File: src/rtl/tea_pkg.sv
// Types, constants and round function for the TEA block cipher.
package tea_pkg;

   localparam int unsigned TEA_ROUNDS = 32;
   localparam logic [31:0] TEA_DELTA  = 32'h9e3779b9;

   localparam int unsigned CSR_INDEX_WIDTH = 3;

   localparam logic [CSR_INDEX_WIDTH-1:0] CSR_KEY_ZERO  = 3'd0;
   localparam logic [CSR_INDEX_WIDTH-1:0] CSR_KEY_ONE   = 3'd1;
   localparam logic [CSR_INDEX_WIDTH-1:0] CSR_KEY_TWO   = 3'd2;
   localparam logic [CSR_INDEX_WIDTH-1:0] CSR_KEY_THREE = 3'd3;
   localparam logic [CSR_INDEX_WIDTH-1:0] CSR_MODE      = 3'd4;

   typedef struct packed {
      logic [31:0] first_word;
      logic [31:0] second_word;
   } req_type;

   typedef struct packed {
      logic [31:0] first_result;
      logic [31:0] second_result;
   } rsp_type;

   typedef struct packed {
      logic [31:0] first_half;
      logic [31:0] second_half;
   } blk_type;

   typedef struct packed {
      logic [31:0] key_word_zero;
      logic [31:0] key_word_one;
      logic [31:0] key_word_two;
      logic [31:0] key_word_three;
      logic        decrypt_mode;
   } cfg_type;

   function automatic logic [31:0] tea_mix(input logic [31:0] half,
                                           input logic [31:0] sum,
                                           input logic [31:0] kl,
                                           input logic [31:0] kr);
      return ((half << 4) + kl) ^ (half + sum) ^ ((half >> 5) + kr);
   endfunction

endpackage

File: src/rtl/tea_cell.sv
// One half-round cell of the TEA pipeline with its own valid/ready stage.
module tea_cell
   import tea_pkg::*;
#(
   parameter int unsigned ROUNDS      = TEA_ROUNDS,
   parameter int unsigned ROUND_INDEX = 0,
   parameter bit          HALF        = 1'b0
) (
   input  logic    clock,
   input  logic    reset,
   input  cfg_type cfg,
   input  logic    in_valid,
   output logic    in_ready,
   input  blk_type in_data,
   output logic    out_valid,
   input  logic    out_ready,
   output blk_type out_data
);

   localparam logic [31:0] ENC_SUM = TEA_DELTA * 32'(ROUND_INDEX + 1);
   localparam logic [31:0] DEC_SUM = TEA_DELTA * 32'(ROUNDS - ROUND_INDEX);

   logic        valid_ff;
   logic        valid_in;
   blk_type     data_ff;
   blk_type     data_in;
   logic        update_first;
   logic [31:0] src;
   logic [31:0] dst;
   logic [31:0] kl;
   logic [31:0] kr;
   logic [31:0] sum;
   logic [31:0] mixed;
   logic [31:0] res;

   // encrypt: even cells update the first half; decrypt swaps the order
   assign update_first = (HALF == 1'b0) ^ cfg.decrypt_mode;

   assign src   = update_first ? in_data.second_half : in_data.first_half;
   assign dst   = update_first ? in_data.first_half  : in_data.second_half;
   assign kl    = update_first ? cfg.key_word_zero   : cfg.key_word_two;
   assign kr    = update_first ? cfg.key_word_one    : cfg.key_word_three;
   assign sum   = cfg.decrypt_mode ? DEC_SUM : ENC_SUM;
   assign mixed = tea_mix(src, sum, kl, kr);
   assign res   = cfg.decrypt_mode ? (dst - mixed) : (dst + mixed);

   assign in_ready = !valid_ff || out_ready;

   always_comb begin
      valid_in = valid_ff;
      data_in  = data_ff;
      if (in_ready) begin
         valid_in = in_valid;
         if (in_valid) begin
            data_in.first_half  = update_first ? res : in_data.first_half;
            data_in.second_half = update_first ? in_data.second_half : res;
         end
      end
   end

   always_ff @(posedge clock) begin
      if (reset) begin
         valid_ff <= 1'b0;
      end else begin
         valid_ff <= valid_in;
      end
      data_ff <= data_in;
   end

   assign out_valid = valid_ff;
   assign out_data  = data_ff;

endmodule

File: config.mk
export PLATFORM = sky130hd
export DESIGN_NAME = tea_cell
export DESIGN_NICKNAME = d
export VERILOG_FILES = /design/src/rtl/tea_pkg.sv /design/src/rtl/tea_cell.sv
export SDC_FILE = /design/constraint.sdc
export NUM_CORES = 1
export LEC_CHECK = 0
export BUFFER_PORTS_ARGS = -buffer_cell sky130_fd_sc_hd__buf_4
export CAP_MARGIN = 20
export CORE_ASPECT_RATIO = 1.2
export CORE_MARGIN = 4
export CORE_UTILIZATION = 45
export DETAILED_ROUTE_END_ITERATION = 10
export PLACE_DENSITY = 0.7
export SYNTH_ARGS = -nofsm -noshare
export SYNTH_HDL_FRONTEND = slang
export SYNTH_SLANG_ARGS = --single-unit
File: constraint.sdc
create_clock -name clock -period 14.2 [get_ports clock]
set_clock_uncertainty 0.1 [all_clocks]
set_input_delay 1.42 -clock clock [delete_from_list [all_inputs] [get_ports clock]]
set_output_delay 1.42 -clock clock [all_outputs]
set_load 0.01 [all_outputs]
==> results by group <==
Floorplan
  • Initial Utilization: 0.457
  • Chip Height: between 150 and 200 um
  • Die area: 0.0269 sq mm
  • Core ar.: 0.0240 sq mm
  • Die W: ~150 um
  • Site row count: 62
  • Io pins: 263

Clocking
  • Clock slew at reported path FFs: 0.06 ns
  • Post-CTS resize count: 0
  • TritonCTS buffer count: 9
  • Hold buffer count at cts: 0
  • Clock latency on the worst-skew pair: 0.33 ns
  • CTS tree: done
  • CTS sink cnt: between 60 and 70
  • Max H-tree Level: 3
  • Clk Tree Root Cell: clkbuf_16
  • Setup bufs post-CTS: 0
  • Largest buffer count on any clock path: 2

Global routing
  • Total GRT Usage: 0.251
  • Initial antenna violation count: 1
  • Grt total ovfl: 0
  • Number of global-route vias before repair: 10300
  • Largest net degree at the start of global routing: between 100 and 150
  • First-pass GRT wire length: 54000 um

Synth
  • Synth Flop Type: edfxtp_1
  • Largest family of logic cells by synthesized area: compound AO/OA/AOI/OAI gates
  • Number of synthesized flops with an enable pin: 64
  • Mapped cell area: 0.0110 sq mm
  • Compound-gate portion of the synthesized area: 0.231
  • Synth unique cells: 79
  • Mapped Cells: 1353
  • Synthesis Warnings: 0
  • FFs w/ async S/R, synth: 0
  • Avg Cell Area, Syn: 8.10 sq um
  • Seq/Total Area, Yosys: 0.177
  • Synth Area in Adders: 0.110
  • Post-Synth XOR/XNOR Area: 0.175
  • Mux contribution to synthesized area: 0.0991
  • Mapped Nets: approximately 1600
  • Simple-gate share of the synthesized area: 0.175
  • Flops & latches, synth: 65

Layout
  • Post-route insts no fill: 1916
  • Commonest non-fill, non-tap cell in the layout: buf_4
  • # fillers: between 2000 and 2500
  • Share of cells above drive strength 1: 0.250
  • Layout overhead on the synthesized area: 23.2%
  • Commonest non-fill, non-tap cells in the layout: buf_4, nand2_1, xnor2_1, a21oi_1
  • Nets: around 1900

Worst hold path
  • HP Class: reg -> reg
  • Hold EP: out_valid
  • Hold depth: 2
  • Min-delay src: out_valid

Routing
  • Post-route ant nets: 0
  • WL met1: 16600 um
  • Routed wl met3: 2610 um
  • Uppermost layer routed: met4
  • Iter 0 DRT Violations: 889
  • Vias: 11100
  • # DRC: 0
  • DR vias/cell: 5.79
  • Wire per inst: 18.5 um
  • Met2 WL post-DR: 15500 um
  • Detailed Routing Iterations Pass 1: 5
  • Final wirelength: 35400 um

Critical path
  • CP max FO: 115
  • Worst R2R Setup Slack: approximately 13 ns
  • R2R Path End: out_data[37]
  • Arrival time at the worst endpoint: 10.02 ns
  • CP Capture Type: flop
  • Kind of critical path: in -> reg
  • Startpoint class of the critical path: input pin
  • Critical Path RT: around 14 ns
  • Path depth of the worst reg2reg path: 3
  • Reg-to-reg startpoint: out_valid

STA
  • Fmax: 101 MHz
  • Relative slew slack: 0.301
  • Slew Limit Fails: 0
  • Fin crit period: 9.94 ns
  • RSZ-0062 raised after global routing: false
  • Slew @ Worst Pin: 1.04 ns
  • Period Utilization, post-route: 0.700
  • Worst Slack Setup Final: about 4.3 ns
  • Hold Vio Cnt, Final: 0
  • Post-route setup TNS: 0 ns
  • Final setup fails: 0

Pwr
  • Cell leakage power: 5.99 nW
  • Maximum vdd drop: 0.0635 mV
  • Pwr Density: between 150 and 200 mW/mm^2
  • Power, Total: around 2.2 mW

Placement
  • Placed Cells incl. Taps: approximately 1900
  • DP Wirelength: ~30000 um
  • Place WS: roughly 4.1 ns
  • RD Place Congestion: 0.936
  • Buffers on Ports: around 260

Run status
  • Status: completed

Flow run
  • Maximum capacitance violations: 0
[per-layer routing]
layer / global-route usage / vias to the layer above
li1: - / 5451
met1: 0.380 / 5114
met2: 0.383 / 492
met3: 0.0190 / 42
met4: 0.0664 / 0
met5: 0 / -
[cells by family (layout without fill, tap and decap cells)]
| logic type | after synthesis | after routing |
|---|---|---|
| xor gates and xnor gates | 201 | 201 |
| DFF | 65 | 65 |
| muxes | 97 | 97 |
| adders and majority gates | 95 | 95 |
| AOI/OAI and AO/OA | 398 | 398 |
| and+or+nand+nor | 406 | 406 |
| other | 0 | 2 |
| buffers and inverters | 91 | 332 |
[flip-flops by register name, summed over array words and instances (netlist names)]
signal and cells:
out_data 64, out_valid 1
[cells in the mapped netlist (9+ instances only)]
library cell  count  area share
a21oi_1         124       0.057
mux2_2           92       0.094
a31oi_1          21       0.012
o31ai_1          10      0.0068
nand2_1         169       0.058
nand4_1           9      0.0051
o21ai_0          89       0.041
o21bai_1         11      0.0075
nand3_1          24       0.011
clkbuf_1         33       0.011
xor2_1           44       0.035
and2_1           11      0.0063
and3_1            9      0.0051
xnor2_1         145        0.12
xnor3_1          11       0.023
or2_2             9      0.0051
nand2b_1         14      0.0080
o211ai_1          9      0.0062
nor3_1           18      0.0082
nor2b_1          15      0.0086
nor2_1           88       0.030
inv_1            45       0.015
ha_1             92        0.10
edfxtp_1         64        0.18
a21o_1           42       0.029
[power by group]
part	internal [mW]	switching [mW]
Combinational	0.758	0.924
Clock	0.134	0.0774
Sequential	0.327	0.0183
[worst max-delay path, cell delays in order]
cell and delay, ns:
clkbuf_8 0.55, buf_4 0.61, o21ai_0 0.39, ha_1 0.35
fa_1 0.45, a21oi_1 0.20, o21ai_0 0.15, a2111oi_0 0.55
o31ai_1 0.31, a21boi_0 0.25, xnor3_1 0.48, nor2_1 0.24
nor4bb_1 0.48, nand2_1 0.13, nor2_1 0.35, a21oi_1 0.15
xnor2_1 0.17, ha_1 0.37, a21o_1 0.21, a21o_1 0.17
a21oi_1 0.20, nor3b_1 0.21, o211ai_1 0.13, a41oi_1 0.40
o21ai_0 0.19, xnor2_1 0.18, or4_1 0.47, a31oi_1 0.17
[worst max-delay path by stage]
stage	depth (start not counted)	from	endpoint	slack, ns
3_3_place_gp	28	cfg[0]	out_data[63]	4.39
6_report	28	cfg[0]	out_data[63]	4.26
4_1_cts	28	cfg[0]	out_data[63]	4.35
5_1_grt	28	cfg[0]	out_data[63]	3.59
3_5_place_dp	28	cfg[0]	out_data[63]	4.05
2_1_floorplan	35	cfg[0]	out_data[63]	4.15
[area by class of cell]
class | instances | area, sq um | share of cell area
Antenna cell | 2 | 5.00 | 0.000371
Clock buffer | 10 | 229 | 0.0170
Clock inverter | 6 | 58.8 | 0.00435
Inverter | 46 | 173 | 0.0128
Multi-Input combinational cell | 1197 | 8670 | 0.642
Sequential cell | 65 | 1940 | 0.144
Tap cell | 320 | 400 | 0.0296
Timing Repair Buffer | 270 | 2030 | 0.151
[through the flow]
stage                     utilization  hold slack, ns  area, sq um
after floorplan                     -           0.493        11000
final                           0.563           0.428        13500
after global routing            0.563           0.453        13500
after CTS                       0.563           0.428        13500
after global placement          0.551           0.399        13200
after detailed placement        0.551           0.417        13200
No activity file was read; power rests on OpenSTA's default activity.
